`src/rtl/cfsg_pkg.sv`:
```
// cfsg_pkg: shared types and constants of the filled-circle span generator
// used by cfsg_row_pipe and circle_fill_span_generator; no dependencies
`timescale 1ns / 1ps

package cfsg_pkg;

  localparam int MAX_RADIUS = 31;
  localparam int RAD_W      = 5;
  localparam int COORD_W    = 12;
  localparam int SIZE_W     = 13;
  localparam int RR_W       = 2 * RAD_W;
  localparam int NUM_K      = MAX_RADIUS + 1;

  localparam logic [SIZE_W-1:0] SCREEN_LIMIT  = 13'd4096;
  localparam logic [1:0]        LOW_BITS_MASK = 2'b11;

  // configuration register indexes
  localparam logic REG_SCREEN_WIDTH  = 1'b0;
  localparam logic REG_SCREEN_HEIGHT = 1'b1;

  typedef enum logic [1:0] {
    ST_IDLE,
    ST_SETUP,
    ST_ROWS
  } state_t;

  // one row issued by the sequencer into the span pipeline
  typedef struct packed {
    logic [COORD_W-1:0] row;
    logic [RAD_W-1:0]   ady;
    logic signed [15:0] cx;
    logic [RR_W-1:0]    rr;
    logic [COORD_W-1:0] col_lo;
    logic [COORD_W-1:0] col_hi;
    logic [31:0]        color;
    logic               last;
    logic               empty;
  } row_tok_t;

endpackage

```
`src/rtl/circle_fill_span_generator.sv`:
```
// circle_fill_span_generator: top level with configuration, command setup and row sequencer
// depends on cfsg_pkg and cfsg_row_pipe
`timescale 1ns / 1ps

// usage:
//   cfg channel: cfg_index 0 = screen width, 1 = screen height (13 bits, reset 640 x 480,
//   values above 4096 act as 4096); always ready, write only while the block is idle.
//   in channel: one circle command per transfer (center, radius, color).
//   out channel: one span per clipped row, top to bottom, last = 1 on the final one;
//   zero radius or a box fully off screen gives one empty span marked last.
// timing:
//   a command is taken in the idle state and its box is clipped in the setup state; then
//   the row sequencer issues its n clipped rows (1 to 63, or 1 when empty), one row per
//   cycle while the pipeline advances, before the next command transfer.
//   the span pipeline behind the sequencer passes each row through stages b, c and d and
//   the output register, one span per cycle while the receiver keeps out_ready high.
// reset: clears the sequencer and all pipeline valid bits, restores the screen size.
// stall: when out_ready is low with a span waiting, the whole pipeline and the row
//   sequencer hold; nothing is dropped or repeated.
module circle_fill_span_generator
  import cfsg_pkg::*;
(
  input  logic                clk,
  input  logic                rst,
  input  logic                cfg_valid,
  output logic                cfg_ready,
  input  logic                cfg_index,
  input  logic [SIZE_W-1:0]   cfg_data,
  input  logic                in_valid,
  output logic                in_ready,
  input  logic signed [15:0]  center_x,
  input  logic signed [15:0]  center_y,
  input  logic [RAD_W-1:0]    radius,
  input  logic [31:0]         color,
  output logic                out_valid,
  input  logic                out_ready,
  output logic [COORD_W-1:0]  span_row,
  output logic [COORD_W-1:0]  span_start,
  output logic [5:0]          span_length,
  output logic [31:0]         span_color,
  output logic                span_valid,
  output logic                last
);

  state_t state, state_next;

  logic [SIZE_W-1:0]  screen_width, screen_height;
  logic signed [15:0] cmd_cx, cmd_cy;
  logic [RAD_W-1:0]   cmd_r;
  logic [31:0]        cmd_color;

  // clipped box of the current command
  logic [COORD_W-1:0] row, row_hi, col_lo, col_hi;
  logic [RR_W-1:0]    rr;
  logic               empty_cmd;

  // issue register feeding the pipeline
  logic     va;
  row_tok_t tok_a, tok_next;
  logic     adv, issue, geom_load;

  logic [SIZE_W-1:0]  sw_eff, sh_eff;
  logic signed [16:0] x_lo, x_hi, y_lo, y_hi, sw_s, sh_s, dy, ndy;
  logic               off_box;

  assign cfg_ready = 1'b1;

  always_ff @(posedge clk) begin
    if (rst) begin
      screen_width  <= 13'd640;
      screen_height <= 13'd480;
    end else if (cfg_valid) begin
      unique case (cfg_index)
        REG_SCREEN_WIDTH:  screen_width  <= cfg_data;
        REG_SCREEN_HEIGHT: screen_height <= cfg_data;
        default: ;
      endcase
    end
  end

  // box clipping
  assign sw_eff = (screen_width > SCREEN_LIMIT) ? SCREEN_LIMIT : screen_width;
  assign sh_eff = (screen_height > SCREEN_LIMIT) ? SCREEN_LIMIT : screen_height;
  assign sw_s   = $signed({4'd0, sw_eff});
  assign sh_s   = $signed({4'd0, sh_eff});
  assign x_lo   = $signed({cmd_cx[15], cmd_cx}) - $signed({12'd0, cmd_r});
  assign x_hi   = $signed({cmd_cx[15], cmd_cx}) + $signed({12'd0, cmd_r});
  assign y_lo   = $signed({cmd_cy[15], cmd_cy}) - $signed({12'd0, cmd_r});
  assign y_hi   = $signed({cmd_cy[15], cmd_cy}) + $signed({12'd0, cmd_r});
  // a zero-sized screen hides even a box that starts left of or above it
  assign off_box = (cmd_r == '0) || (sw_eff == '0) || (sh_eff == '0)
                   || (x_hi < 0) || (x_lo >= sw_s)
                   || (y_hi < 0) || (y_lo >= sh_s);

  // row token
  assign dy  = $signed({cmd_cy[15], cmd_cy}) - $signed({5'd0, row});
  assign ndy = -dy;

  always_comb begin
    tok_next.row    = row;
    tok_next.ady    = dy[16] ? ndy[RAD_W-1:0] : dy[RAD_W-1:0];
    tok_next.cx     = cmd_cx;
    tok_next.rr     = rr;
    tok_next.col_lo = col_lo;
    tok_next.col_hi = col_hi;
    tok_next.color  = cmd_color;
    tok_next.last   = empty_cmd || (row == row_hi);
    tok_next.empty  = empty_cmd;
  end

  always_comb begin
    state_next = state;
    unique case (state)
      ST_IDLE:  if (in_valid) state_next = ST_SETUP;
      ST_SETUP: state_next = ST_ROWS;
      ST_ROWS:  if (adv && tok_next.last) state_next = ST_IDLE;
      default:  state_next = ST_IDLE;
    endcase
  end

  always_comb begin
    in_ready  = 1'b0;
    geom_load = 1'b0;
    issue     = 1'b0;
    unique case (state)
      ST_IDLE:  in_ready  = 1'b1;
      ST_SETUP: geom_load = 1'b1;
      ST_ROWS:  issue     = adv;
      default: ;
    endcase
  end

  always_ff @(posedge clk) begin
    if (rst) begin
      state <= ST_IDLE;
      va    <= 1'b0;
    end else begin
      state <= state_next;
      if (adv) va <= issue;
    end
  end

  always_ff @(posedge clk) begin
    if (in_valid && in_ready) begin
      cmd_cx    <= center_x;
      cmd_cy    <= center_y;
      cmd_r     <= radius;
      cmd_color <= color;
    end
    if (geom_load) begin
      empty_cmd <= off_box;
      rr        <= {5'd0, cmd_r} * {5'd0, cmd_r};
      row       <= y_lo[16] ? '0 : y_lo[COORD_W-1:0];
      row_hi    <= (y_hi >= sh_s) ? COORD_W'(sh_eff - 13'd1) : y_hi[COORD_W-1:0];
      col_lo    <= x_lo[16] ? '0 : x_lo[COORD_W-1:0];
      col_hi    <= (x_hi >= sw_s) ? COORD_W'(sw_eff - 13'd1) : x_hi[COORD_W-1:0];
    end else if (issue && !tok_next.last) begin
      row <= row + 12'd1;
    end
    if (adv) tok_a <= tok_next;
  end

  cfsg_row_pipe u_row_pipe (
    .clk         (clk),
    .rst         (rst),
    .tok_valid   (va),
    .tok         (tok_a),
    .adv         (adv),
    .out_valid   (out_valid),
    .out_ready   (out_ready),
    .span_row    (span_row),
    .span_start  (span_start),
    .span_length (span_length),
    .span_color  (span_color),
    .span_valid  (span_valid),
    .last        (last)
  );

  a_take_setup : assert property (@(posedge clk) disable iff (rst)
    in_valid && in_ready |=> state == ST_SETUP)
    else $error("command transfer not followed by setup");

  a_last_idle : assert property (@(posedge clk) disable iff (rst)
    state == ST_ROWS && adv && tok_next.last |=> state == ST_IDLE && va && tok_a.last)
    else $error("final row issued without returning to idle");

  a_rows_order : assert property (@(posedge clk) disable iff (rst)
    issue && !tok_next.last && !empty_cmd |-> row < row_hi)
    else $error("row sequencer ran past the clipped box");

endmodule

```
`src/rtl/cfsg_row_pipe.sv`:
```
// cfsg_row_pipe: four-stage span pipeline, one row token in and one span out per
// cycle while the output is taken; depends on cfsg_pkg
`timescale 1ns / 1ps

module cfsg_row_pipe
  import cfsg_pkg::*;
(
  input  logic                clk,
  input  logic                rst,
  input  logic                tok_valid,
  input  row_tok_t            tok,
  output logic                adv,
  output logic                out_valid,
  input  logic                out_ready,
  output logic [COORD_W-1:0]  span_row,
  output logic [COORD_W-1:0]  span_start,
  output logic [5:0]          span_length,
  output logic [31:0]         span_color,
  output logic                span_valid,
  output logic                last
);

  // stage b: dy squared
  logic            vb;
  row_tok_t        tok_b;
  logic [RR_W-1:0] dy2_b;
  // stage c: coverage per half-width
  logic             vc;
  row_tok_t         tok_c;
  logic [NUM_K-1:0] cov_c;
  // stage d: half-width of the covered run
  logic             vd;
  row_tok_t         tok_d;
  logic [RAD_W-1:0] h_d;
  logic             has_d;

  logic [NUM_K-1:0]   cov_next;
  logic [RAD_W:0]     cnt;
  logic signed [16:0] left, right, lo_s, hi_s, clo_s, chi_s;
  logic               hit;
  logic [16:0]        len_w;

  // whole pipeline moves together; holds only while the output waits
  assign adv = !out_valid || out_ready;

  always_comb begin
    logic [RR_W:0] dsum;
    for (int k = 0; k < NUM_K; k++) begin
      dsum = 11'(k * k) + {1'b0, dy2_b};
      cov_next[k] = ({dsum[RR_W:2], ~LOW_BITS_MASK & dsum[1:0]}) <= {1'b0, tok_b.rr};
    end
  end

  // covered half-widths form a prefix, so the count minus one gives the widest one
  assign cnt = (RAD_W+1)'($countones(cov_c));

  assign left  = $signed({tok_d.cx[15], tok_d.cx}) - $signed({12'd0, h_d});
  assign right = $signed({tok_d.cx[15], tok_d.cx}) + $signed({12'd0, h_d});
  assign clo_s = $signed({5'd0, tok_d.col_lo});
  assign chi_s = $signed({5'd0, tok_d.col_hi});
  assign lo_s  = (left < clo_s) ? clo_s : left;
  assign hi_s  = (right > chi_s) ? chi_s : right;
  assign hit   = has_d && (lo_s <= hi_s);
  assign len_w = 17'(hi_s - lo_s + 17'sd1);

  always_ff @(posedge clk) begin
    if (rst) begin
      vb        <= 1'b0;
      vc        <= 1'b0;
      vd        <= 1'b0;
      out_valid <= 1'b0;
    end else if (adv) begin
      vb        <= tok_valid;
      vc        <= vb;
      vd        <= vc;
      out_valid <= vd;
    end
  end

  always_ff @(posedge clk) begin
    if (adv) begin
      tok_b <= tok;
      dy2_b <= {5'd0, tok.ady} * {5'd0, tok.ady};
      tok_c <= tok_b;
      cov_c <= cov_next;
      tok_d <= tok_c;
      has_d <= (cnt != '0);
      h_d   <= RAD_W'(cnt - 6'd1);
      if (tok_d.empty) begin
        span_row    <= '0;
        span_start  <= '0;
        span_length <= '0;
        span_color  <= '0;
        span_valid  <= 1'b0;
        last        <= 1'b1;
      end else if (!hit) begin
        span_row    <= tok_d.row;
        span_start  <= '0;
        span_length <= '0;
        span_color  <= '0;
        span_valid  <= 1'b0;
        last        <= tok_d.last;
      end else begin
        span_row    <= tok_d.row;
        span_start  <= lo_s[COORD_W-1:0];
        span_length <= len_w[5:0];
        span_color  <= tok_d.color;
        span_valid  <= 1'b1;
        last        <= tok_d.last;
      end
    end
  end

  a_span_len : assert property (@(posedge clk) disable iff (rst)
    out_valid && span_valid |-> span_length != 6'd0)
    else $error("filled span with zero length");

  a_empty_zero : assert property (@(posedge clk) disable iff (rst)
    out_valid && !span_valid |-> span_length == 6'd0 && span_start == '0 && span_color == '0)
    else $error("empty span carries data");

  a_stall_hold : assert property (@(posedge clk) disable iff (rst)
    vd && !adv |=> vd)
    else $error("stage d lost its row during a stall");

endmodule

```
`config.mk`:
```
export PLATFORM = sky130hd
export DESIGN_NAME = circle_fill_span_generator
export DESIGN_NICKNAME = d
export VERILOG_FILES = /design/src/rtl/cfsg_pkg.sv /design/src/rtl/circle_fill_span_generator.sv /design/src/rtl/cfsg_row_pipe.sv
export SDC_FILE = /design/constraint.sdc
export NUM_CORES = 1
export LEC_CHECK = 0
export ABC_AREA = 1
export BUFFER_PORTS_ARGS = -buffer_cell sky130_fd_sc_hd__buf_2
export CORE_ASPECT_RATIO = 0.8
export CORE_UTILIZATION = 60
export CTS_CLUSTER_DIAMETER = 100
export CTS_CLUSTER_SIZE = 30
export DETAILED_ROUTE_END_ITERATION = 8
export PLACE_DENSITY = 0.74
export SYNTH_ARGS = -nofsm -noshare
export SYNTH_HDL_FRONTEND = slang
export SYNTH_HIERARCHICAL = 1
export SYNTH_SLANG_ARGS = --single-unit
```
`constraint.sdc`:
```
create_clock -name clk -period 35.8 [get_ports clk]
set_clock_uncertainty 0.05 [all_clocks]
set_input_delay 0 -clock clk [delete_from_list [all_inputs] [get_ports clk]]
set_output_delay 0 -clock clk [all_outputs]
set_load 0.01 [all_outputs]
```
## Word-level counts from Yosys, hierarchy flattened

Index checks and enable logic that the tools add are counted.

- Add/sub/neg operators: 76
- Multiply operators: 2
- Order comparisons: 43
- Equal/unequal tests: 5
- Muxes and demuxes: 17
- Bitwise gates (word level): 2
- Reduce and logical (&&, ||, !) cells: 24

Operators by type and width:

| operator | number |
|---|---|
| $le A11 B10 Y1 | 31 |
| $add A10 B10 Y11 const A | 9 |
| $add A6 B6 Y6 | 15 |
| $add A9 B10 Y11 const A | 7 |
| $ge A17 B14 Y1 | 4 |
| $mux W12 | 5 |
| $add A16 B6 Y17 | 3 |
| $sub A16 B6 Y17 | 3 |
| $add A7 B10 Y11 const A | 4 |
| $add A8 B10 Y11 const A | 4 |
| $lt A17 B1 Y1 const B | 2 |
| $mux W17 | 2 |
| $add A1 B1 Y2 | 16 |
| $gt A13 B13 Y1 const B | 2 |
| $logic_not A13 Y1 | 2 |
| $mux W13 | 2 |
| $sub A12 B1 Y12 const B | 2 |
| $add A5 B10 Y11 const A | 2 |
| $add A6 B10 Y11 const A | 2 |
| $mul A5 B5 Y10 | 2 |
| $gt A17 B13 Y1 | 1 |
| $le A17 B17 Y1 | 1 |
| $lt A17 B13 Y1 | 1 |
| $sub A16 B13 Y17 | 1 |
| other kinds (27) | 46 |

- Register bits: 642

## Longest topological paths before layout

Gate-level depths: netlist (run 1).

- Depth in word-level cells: 9
- Mapped depth: 39
- Depth with buffers taken out: 37

## Cells and area by module

The synthesis (run 1) kept the hierarchy.

Modules (own cells, without submodules):

| module | instances | cells an instance | area an instance (um^2) | seq. area each (um^2) |
|---|---|---|---|---|
| cfsg_row_pipe | 1 | 2145 | 22067.4 | 11431.0 |
| circle_fill_span_generator | 1 | 1382 | 13664.4 | 7397.1 |

## Worst setup path after synthesis (run 1)

Ideal clock, no wire load.

- Kind: reg-to-reg
- From: reg u_row_pipe.out_valid
- To: reg row[0], enable pin
- Library setup time: 0.399 ns
- Arrival: 11.672 ns
- Data required time: 35.351 ns
- Path slack: 23.678 ns
- Stages on the path, launching flop included: 6
- Clock period less this slack: 12.122 ns
- Cells stage by stage: dfxtp_1 inv_1 nor2_1 inv_1 nand3_1 o21ai_0

- Longest elaborated chain between the ends: 5

Ends and longest elaborated chain:

| element | line | text |
|---|---|---|
| start, declared | cfsg_row_pipe.sv:13 | `output logic out_valid,` |
| start signal, assigned | cfsg_row_pipe.sv:76 | `out_valid <= vd;` |
| $logic_not A1 Y1 | cfsg_row_pipe.sv:44 | `assign adv = !out_valid \|\| out_ready;` |
| $logic_or A1 B1 Y1 | cfsg_row_pipe.sv:44 |  |
| via adv | circle_fill_span_generator.sv:60 | `logic adv, issue, geom_load;` |
| $mux W1 | circle_fill_span_generator.sv:125 | `unique case (state)` |
| $logic_and A1 B1 Y1 | circle_fill_span_generator.sv:157 | `end else if (issue && !tok_next.last) begin` |
| $reduce_bool A2 Y1 (no line) | n/a |  |
| end signal, assigned | circle_fill_span_generator.sv:153 | `row <= y_lo[16] ? '0 : y_lo[COORD_W-1:0];` |
| end signal, assigned | circle_fill_span_generator.sv:158 | `row <= row + 12'd1;` |
| end, declared | circle_fill_span_generator.sv:53 | `logic [COORD_W-1:0] row, row_hi, col_lo, col_hi;` |

The timed path passes the listed nets, and every way through them passes these cells.
A chain may end at the register's enable or synchronous reset.

## Worst setup path after layout (run 1)

- From: reg u_row_pipe/tok_d[70] (netlist name)
- To: reg u_row_pipe.span_color[24] (data pin)

- Longest elaborated chain between the ends: 7
- Elaborated cells between the ends (all ways): 10
- Those cells by class: add/sub (2); order compare (3); mux (2); bitwise (1); reduce/logical (2)

Ends and longest elaborated chain:

| element | line | text |
|---|---|---|
| start, declared | cfsg_row_pipe.sv:33 | `row_tok_t tok_d;` |
| start signal, assigned | cfsg_row_pipe.sv:86 | `tok_d <= tok_c;` |
| $sub A16 B6 Y17 (*) | cfsg_row_pipe.sv:57 | `assign left = $signed({tok_d.cx[15], tok_d.cx}) - $signed({12'd0, h_d});` |
| $lt A17 B13 Y1 | cfsg_row_pipe.sv:61 | `assign lo_s = (left < clo_s) ? clo_s : left;` |
| $mux W17 (*) | cfsg_row_pipe.sv:61 |  |
| via u_row_pipe.lo_s[4] | cfsg_row_pipe.sv:39 | `logic signed [16:0] left, right, lo_s, hi_s, clo_s, chi_s;` |
| $le A17 B17 Y1 (*) | cfsg_row_pipe.sv:63 | `assign hit = has_d && (lo_s <= hi_s);` |
| $logic_and A1 B1 Y1 (*) | cfsg_row_pipe.sv:63 |  |
| $not A1 Y1 (no line) (*) | n/a |  |
| $reduce_or A2 Y1 (no line) (*) | n/a |  |
| end signal, assigned | cfsg_row_pipe.sv:107 | `span_color <= tok_d.color;` |
| end, declared | cfsg_row_pipe.sv:18 | `output logic [31:0] span_color,` |

Mark *: on every way through the listed nets, which the timed path passes. The rest lies on a longest branch.

==> results by group, run 1 <==
Clocking
  • Number of gates resized after cts: 0
  • CTS sink count: 638
  • CTS Hold Buffers Added: 101
  • Number of buffers created by CTS: 27
  • TritonCTS clock tree: built
  • Root Driver: clkbuf_16
  • Clock H-tree levels: 1
  • Buffer count from post-CTS setup fixing: 0
  • Clock-pin slew reported for the worst setup and hold paths after clock tree synthesis: 0.12 ns
  • Clk_lat worst skew: 0.63 ns
  • Deepest clock path buffer count: 3

Setup path
  • Launch point of the worst reg-to-reg path: u_row_pipe/tok_d[70]
  • Worst setup path class: reg -> reg
  • Critical path endpoint category: flip-flop
  • Launching element type of the critical path: flip-flop
  • Most numerous cell on the critical path: nand2_1
  • Required @ worst endpoint: 36.09 ns
  • Cell at the slowest stage of the critical path: nand2_2
  • Critical path launch point: u_row_pipe/tok_d[70]
  • Maximum cell stage delay along the critical path: 0.77 ns
  • Largest fanout on the critical path: 51
  • Setup slack of the worst register-to-register path: 29.29 ns
  • Signal arrival time at the worst endpoint: 6.80 ns

STA
  • Fin worst setup slack: 29.29 ns
  • Share of the clock period used by the worst path: 18.2%
  • Setup total negative slack: 0 ns
  • Setup Viol. Count Final: 0
  • Min Tclk post-route: 6.51 ns
  • Max-slew headroom at the worst pin: 28.4%
  • Slew Limit Fails: 0
  • Setup repair after global routing missed its margin: false
  • Fmax achieved: 154 MHz
  • Fin. Hold Viols: 0
  • Worst slew pin tran: 1.07 ns

Placed design
  • Worst-case setup slack after placement: 29.38 ns
  • Final GP Congestion: 0.961
  • HPWL after detailed placement: 54600 um
  • Buffers added on ports: 153

Synthesis
  • Ranking of synthesized cells by area: edfxtp_1, ha_1, nand2_1
  • Number of enable-type register cells in the synthesized netlist: 605
  • Synth Area in Adders: 13.7%
  • Compound-gate portion of the synthesized area: 6.54%
  • Main combinational cell family by area after synthesis: simple AND/OR/NAND/NOR gates
  • Fraction of synthesized cell area in xor and xnor cells: 4.14%
  • Synth async-reset ratio: 0%
  • Sequential area share after synthesis: 52.7%
  • Number of storage elements in the synthesis netlist: 638
  • Post-synthesis simple-gate area fraction: 16.5%
  • Count of unique library cells instantiated by Yosys: 64
  • Post-synthesis instance area: 35700 um2
  • Number of nets in the synthesized netlist: 3984
  • Synthesized area divided by synthesized cell count: 10.1 um2
  • Mux share of post-synthesis cell area: 0%
  • Cell taking the most area after synthesis: edfxtp_1
  • Cells after Synth: 3527
  • Portion of synthesized cell area occupied by the leading cell type: 50.8%
  • Number of warnings printed during yosys synthesis: 6
  • Most used flip-flop cell after synthesis: edfxtp_1

Drt
  • Total number of vias: 24900
  • Post-route antenna net violation count: 0
  • Number of detailed-routing iterations run before antenna repair: 8
  • 1st-iter DRT viols: 2345
  • Per-cell routed wire length: 16.6 um
  • Vias per inst: 5.48
  • Routed WL: 75400 um
  • DRC violations left: 5

Finish
  • Relative area change from synthesis to final layout: 9.34%
  • Multi-input gate area: 14600 um2
  • FILL cells: 4593
  • Final nets: 4207
  • Antenna cells: 0
  • Share of layout cells above drive strength 1: 7.38%
  • Combined flip-flop and latch cell area: 18800 um2

GRT
  • Number of global-route vias before repair: 23000
  • GRT Residual Overflow: 0
  • Largest net degree at the start of global routing: 178
  • Number of antenna violations at the first check in global routing: 0
  • Gr usage total: 25.0%
  • Global-route wire length before repair: 120000 um

Floorplanning
  • FP Rows: 79
  • I/O pin count: 155
  • DIE AREA: 60500 um2
  • Height of the die: 220 um
  • Floorplan die width: 275 um
  • Starting density of the core: 61.1%
  • Core region area: 58500 um2

Run
  • Max-cap violation count: 0

Run status
  • Status: finished with violations
  • Violations in the final reports: DRC

Power and ir drop
  • Power Dens Cells: 97.7 nW/um2
  • Leakage power of the design: 17.9 nW
  • IR drop worst, VDD: 0.378 mV

Hold path
  • Min-delay worst type: in -> reg
  • Hold path startpoint: color[6]
[report_power, final]
part | internal [mW] | leakage (nW) | switching, mW
combinational | 0.901 | 10.9 | 1.49
sequential | 1.01 | 6.63 | 0.0472
clock | 0.147 | 0.395 | 0.226
[worst paths after layout]
check | endpoint | cells after the start
worst min register to register | u_row_pipe/tok_c[9] | 0
worst max-delay path | u_row_pipe/span_color[24] | 32
worst max register to register | u_row_pipe/span_color[24] | 32
worst min-delay path | cmd_color[6] | 2
[cell usage after synthesis, types with 3 or more instances]
library cell / number
o21bai_1: 5
a21oi_2: 3
nand4_1: 57
buf_4: 13
nor4_1: 10
edfxtp_1: 605
o21ai_0: 125
buf_1: 3
xor2_1: 145
o21ai_1: 6
dfxtp_1: 33
ha_1: 330
nor2_4: 5
a211oi_1: 8
nor2_1: 328
nor3_2: 6
a31oi_1: 4
o31ai_1: 9
o2111ai_1: 7
a21oi_1: 160
nand3b_1: 9
or2_2: 8
a221oi_1: 7
nand2_2: 22
a21boi_0: 3
xnor2_1: 24
nor3b_1: 3
buf_6: 4
fa_1: 39
clkbuf_1: 34
o22ai_1: 4
o211ai_1: 7
a21o_1: 16
o41ai_1: 19
inv_2: 10
nor3_1: 46
clkinv_1: 3
buf_2: 18
nand3_1: 184
nand2_1: 676
inv_1: 493
nor2_2: 4
nand3_2: 4
o21a_1: 4
[cells in the final DEF (no fill, tap or decap), types with 7 or more instances in the layout]
master / n
a211oi_1: 8
a21o_1: 16
a21oi_1: 160
a221oi_1: 7
buf_2: 153
buf_4: 12
clkbuf_1: 10
clkbuf_16: 27
dfxtp_1: 33
dlygate4sd3_1: 101
edfxtp_1: 605
fa_1: 39
ha_1: 330
inv_1: 491
inv_2: 10
nand2_1: 675
nand2_2: 23
nand3_1: 184
nand3b_1: 9
nand4_1: 57
nor2_1: 327
nor3_1: 45
nor3_2: 7
nor4_1: 10
o2111ai_1: 7
o211ai_1: 7
o21ai_0: 125
o31ai_1: 9
o41ai_1: 19
or2_2: 8
xnor2_1: 24
xor2_1: 145
[sequential cells by signal (all words and copies together), names as in the netlist, 6 cells and up]
name	cells
cmd_color	32
cmd_cx	16
cmd_cy	16
col_hi	12
col_lo	12
row	12
row_hi	12
rr	9
screen_height	13
screen_width	13
tok_a	100
u_row_pipe/chi_s	12
u_row_pipe/clo_s	12
u_row_pipe/cov_c	32
u_row_pipe/dy2_b	8
u_row_pipe/span_color	32
u_row_pipe/span_length	6
u_row_pipe/span_row	12
u_row_pipe/span_start	12
u_row_pipe/tok_b	96
u_row_pipe/tok_c	86
u_row_pipe/tok_d	62
[cells by family (layout without fill, tap and decap cells)]
kind of cell    Yosys count  count (layout)
compound gates          399             399
xor+xnor                169             169
simple gates           1370            1370
fa+ha+maj               369             369
buf+inv                 580             820
other cells               2               2
flops                   638             638
[worst max-delay path, delay by kind of cell, from the launching register on]
kind,cells,cell delay [ns]
AOI/OAI and AO/OA,5,1.00
xor gates and xnor gates,1,0.24
adders and majority gates,4,1.56
buffers and inverters,3,0.44
DFF,1,0.43
and+or+nand+nor,19,2.44
[cell type report]
class | count | share of cell area, %
inverters | 506 | 4.88
flip-flops and latches | 638 | 48.2
well taps | 769 | 2.46
repair buffers | 268 | 4.88
clock inverters | 9 | 0.317
clock buffers | 37 | 1.83
multi-input cells | 2309 | 37.4
[stage by stage]
| stage | power [mW] | hold slack, ns | std cells | cell area (um2) | util, % |
|---|---|---|---|---|---|
| finish | 3.82 | 0.0217 | 4536 | 39100 | 66.8 |
| global route | 4.20 | 0.0150 | 4536 | 39100 | 66.8 |
| CTS | 3.81 | 0.000752 | 4536 | 39100 | 66.8 |
| detailed placement | 3.40 | 0.128 | 4389 | 37200 | 63.6 |
| global placement | 3.36 | 0.126 | 4389 | 37200 | 63.6 |
| floorplan | 2.80 | 0.0191 | 3527 | 35700 | - |
[per-layer routing]
layer,part of all wire [%],routed length (um),vias to the layer above,global-route usage (%)
li1,-,-,12400,-
met1,47,35400,11500,37.7
met2,44,33500,869,39.7
met3,7.0,5270,96,2.51
met4,1.6,1230,0,4.55
met5,0,0,-,0
Power figures use the tool's default switching activity.
==> run 2, diff against run 1 <==
==> constraint.sdc (replaced) <==
create_clock -name clk -period 6.7 [get_ports clk]
set_clock_uncertainty 0.05 [all_clocks]
set_input_delay 0 -clock clk [delete_from_list [all_inputs] [get_ports clk]]
set_output_delay 0 -clock clk [all_outputs]
set_load 0.01 [all_outputs]
==> results by group, run 2 (synthesized netlist as in run 1, its figures left out) <==
Run status
  • Status: finished with violations
  • Violations in the final reports: DRC

GRT
  • Number of global-route vias before repair: 22700 (-1.3%)
  • GRT met2 Usage: 39.2% (-0.51 points)
  • GRT Residual Overflow: 0 (unchanged)
  • Number of antenna violations at the first check in global routing: 3 (+3)
  • Gr usage total: 24.9% (-0.093 points)
  • GRT Max-Usage Layer: met2
  • Largest net degree at the start of global routing: 188 (+5.6%)
  • Global-route met1 utilization: 37.0% (-0.74 points)
  • Met3 track demand over resource in global routing: 3.29% (+0.78 points)
  • Global-route wire length before repair: 118000 um (-1.0%)

Floorplanning
  • Floorplan die width: 275 um (unchanged)
  • DIE AREA: 60500 um2 (unchanged)
  • FP Rows: 79 (unchanged)
  • Height of the die: 220 um (unchanged)
  • Starting density of the core: 61.1% (unchanged)
  • Core region area: 58500 um2 (unchanged)
  • I/O pin count: 155 (unchanged)

Clocking
  • Number of gates resized after cts: 0 (unchanged)
  • Deepest clock path buffer count: 3 (unchanged)
  • TritonCTS clock tree: built
  • Clock H-tree levels: 1 (unchanged)
  • CTS Hold Buffers Added: 98 (-3.0%)
  • Buffer count from post-CTS setup fixing: 0 (unchanged)
  • Root Driver: clkbuf_16
  • Clock-pin slew reported for the worst setup and hold paths after clock tree synthesis: 0.12 ns (about the same)
  • Number of buffers created by CTS: 26 (-3.7%)
  • CTS sink count: 638 (unchanged)
  • Clk_lat worst skew: 0.60 ns (-0.03 ns)

Finish
  • Highest-count cells in the layout ignoring fill and taps: nand2_1, edfxtp_1, inv_1, ha_1, nor2_1
  • Antenna cells: 0 (unchanged)
  • Relative area change from synthesis to final layout: 9.25% (about the same)
  • Most common cell after layout, fill and taps aside: nand2_1
  • Max reg flops: 100 (unchanged)
  • Final nets: 4206 (-0.024%)
  • Share of layout cells above drive strength 1: 7.44% (+0.063 points)
  • FILL cells: 4531 (-1.3%)
  • Most flop-heavy register: tok_a
  • Count of non-filler cells in the finished layout: 4531 (-0.11%)
  • Top Registers: tok_a: 100 flops, u_row_pipe/tok_b: 96 flops, u_row_pipe/tok_c: 86 flops

Placed design
  • Dpl cells: 4392 (+0.068%)
  • HPWL after detailed placement: 54800 um (+0.50%)
  • Final GP Congestion: 0.944 (-1.7%)
  • Buffers added on ports: 153 (unchanged)

Hold path
  • Min-delay worst type: in -> reg

Drt
  • Number of detailed-routing iterations run before antenna repair: 8 (unchanged)
  • Post-route antenna net violation count: 0 (unchanged)
  • Routed WL: 75000 um (-0.57%)
  • 1st-iter DRT viols: 2077 (-11%)
  • Per-cell routed wire length: 16.5 um (-0.46%)
  • Vias per inst: 5.43 (-0.96%)
  • DRC violations left: 5 (unchanged)
  • Total number of vias: 24600 (-1.1%)

Setup path
  • Total buffers and inverters traversed by the critical path: 5 (+2)
  • Cell at the slowest stage of the critical path: edfxtp_1
  • Maximum cell stage delay along the critical path: 0.41 ns (-0.36 ns)
  • Worst setup path class: reg -> reg
  • Cell family with the largest share of critical-path delay: simple AND/OR/NAND/NOR gates
  • Critical path endpoint category: flip-flop
  • Launching element type of the critical path: flip-flop
  • Required @ worst endpoint: 7.01 ns (-29.08 ns)
  • Signal arrival time at the worst endpoint: 6.04 ns (-0.76 ns)
  • Largest fanout on the critical path: 39 (-24%)
  • Most numerous cell on the critical path: nand2_1

Power and ir drop
  • IR drop worst, VDD: 2.36 mV (+520%)
  • Overall Power: 19.1 mW (+400%)
  • Power Dens Cells: 489 nW/um2 (+400%)
  • Leakage power of the design: 17.9 nW (about the same)

STA
  • Worst slew pin tran: 1.17 ns (+0.0990 ns)
  • Setup total negative slack: 0 ns (unchanged)
  • Setup Viol. Count Final: 0 (unchanged)
  • Slew Limit Fails: 0 (unchanged)
  • Fin. Hold Viols: 0 (unchanged)
  • Setup repair after global routing missed its margin: false
  • Fin Hold WS: 0.0305 ns (+0.00880 ns)
  • Share of the clock period used by the worst path: 85.6% (+67 points)
  • Min Tclk post-route: 5.74 ns (-0.774 ns)
  • Max-slew headroom at the worst pin: 21.5% (-6.9 points)
  • Fmax achieved: 174 MHz (+13%)

Run
  • Max-cap violation count: 0 (unchanged)
[run 2: path summary, 6_finish.rpt]
kind | slack, ns | from | cells past startpoint | endpoint
worst max-delay path | 0.96 | u_row_pipe/tok_d[68] | 37 | u_row_pipe/span_color[14]
worst max register to register | 0.96 | u_row_pipe/tok_d[68] | 37 | u_row_pipe/span_color[14]
worst min-delay path | 0.03 | center_y[15] | 2 | cmd_cy[15]
worst min register to register | 0.35 | u_row_pipe/tok_c[89] | 0 | u_row_pipe/tok_d[89]
[run 2: cell type report]
class | instances | area, um2 | area share [%]
Inverter | 506 | 1900 | 4.88
Tap cell | 769 | 962 | 2.46
Sequential cell | 638 | 18800 | 48.2
Multi-Input combinational cell | 2309 | 14600 | 37.5
Clock buffer | 36 | 709 | 1.82
Clock inverter | 5 | 85.1 | 0.218
Timing Repair Buffer | 268 | 1910 | 4.90
[run 2: through the flow]
stage | util (%) | cell area, um2 | setup WS (ns)
6_report | 66.7 | 39000 | 0.963
3_5_place_dp | 63.7 | 37300 | 0.999
3_3_place_gp | 63.7 | 37300 | 1.10
2_1_floorplan | - | 35700 | -1.52
4_1_cts | 66.7 | 39000 | 0.950
5_1_grt | 66.7 | 39000 | 0.392
[run 2: power by group]
group	internal [mW]	switching [mW]	leakage (nW)	total (mW)
clock network	0.799	1.14	0.378	1.93
logic	4.44	7.31	10.9	11.8
registers	5.17	0.248	6.63	5.42
[run 2: layer usage]
layer / routed length (um) / part of all wire, %
met1: 35200 / 47
met2: 33200 / 44
met3: 4820 / 6.4
met4: 1690 / 2.3
met5: 39 / 0.052
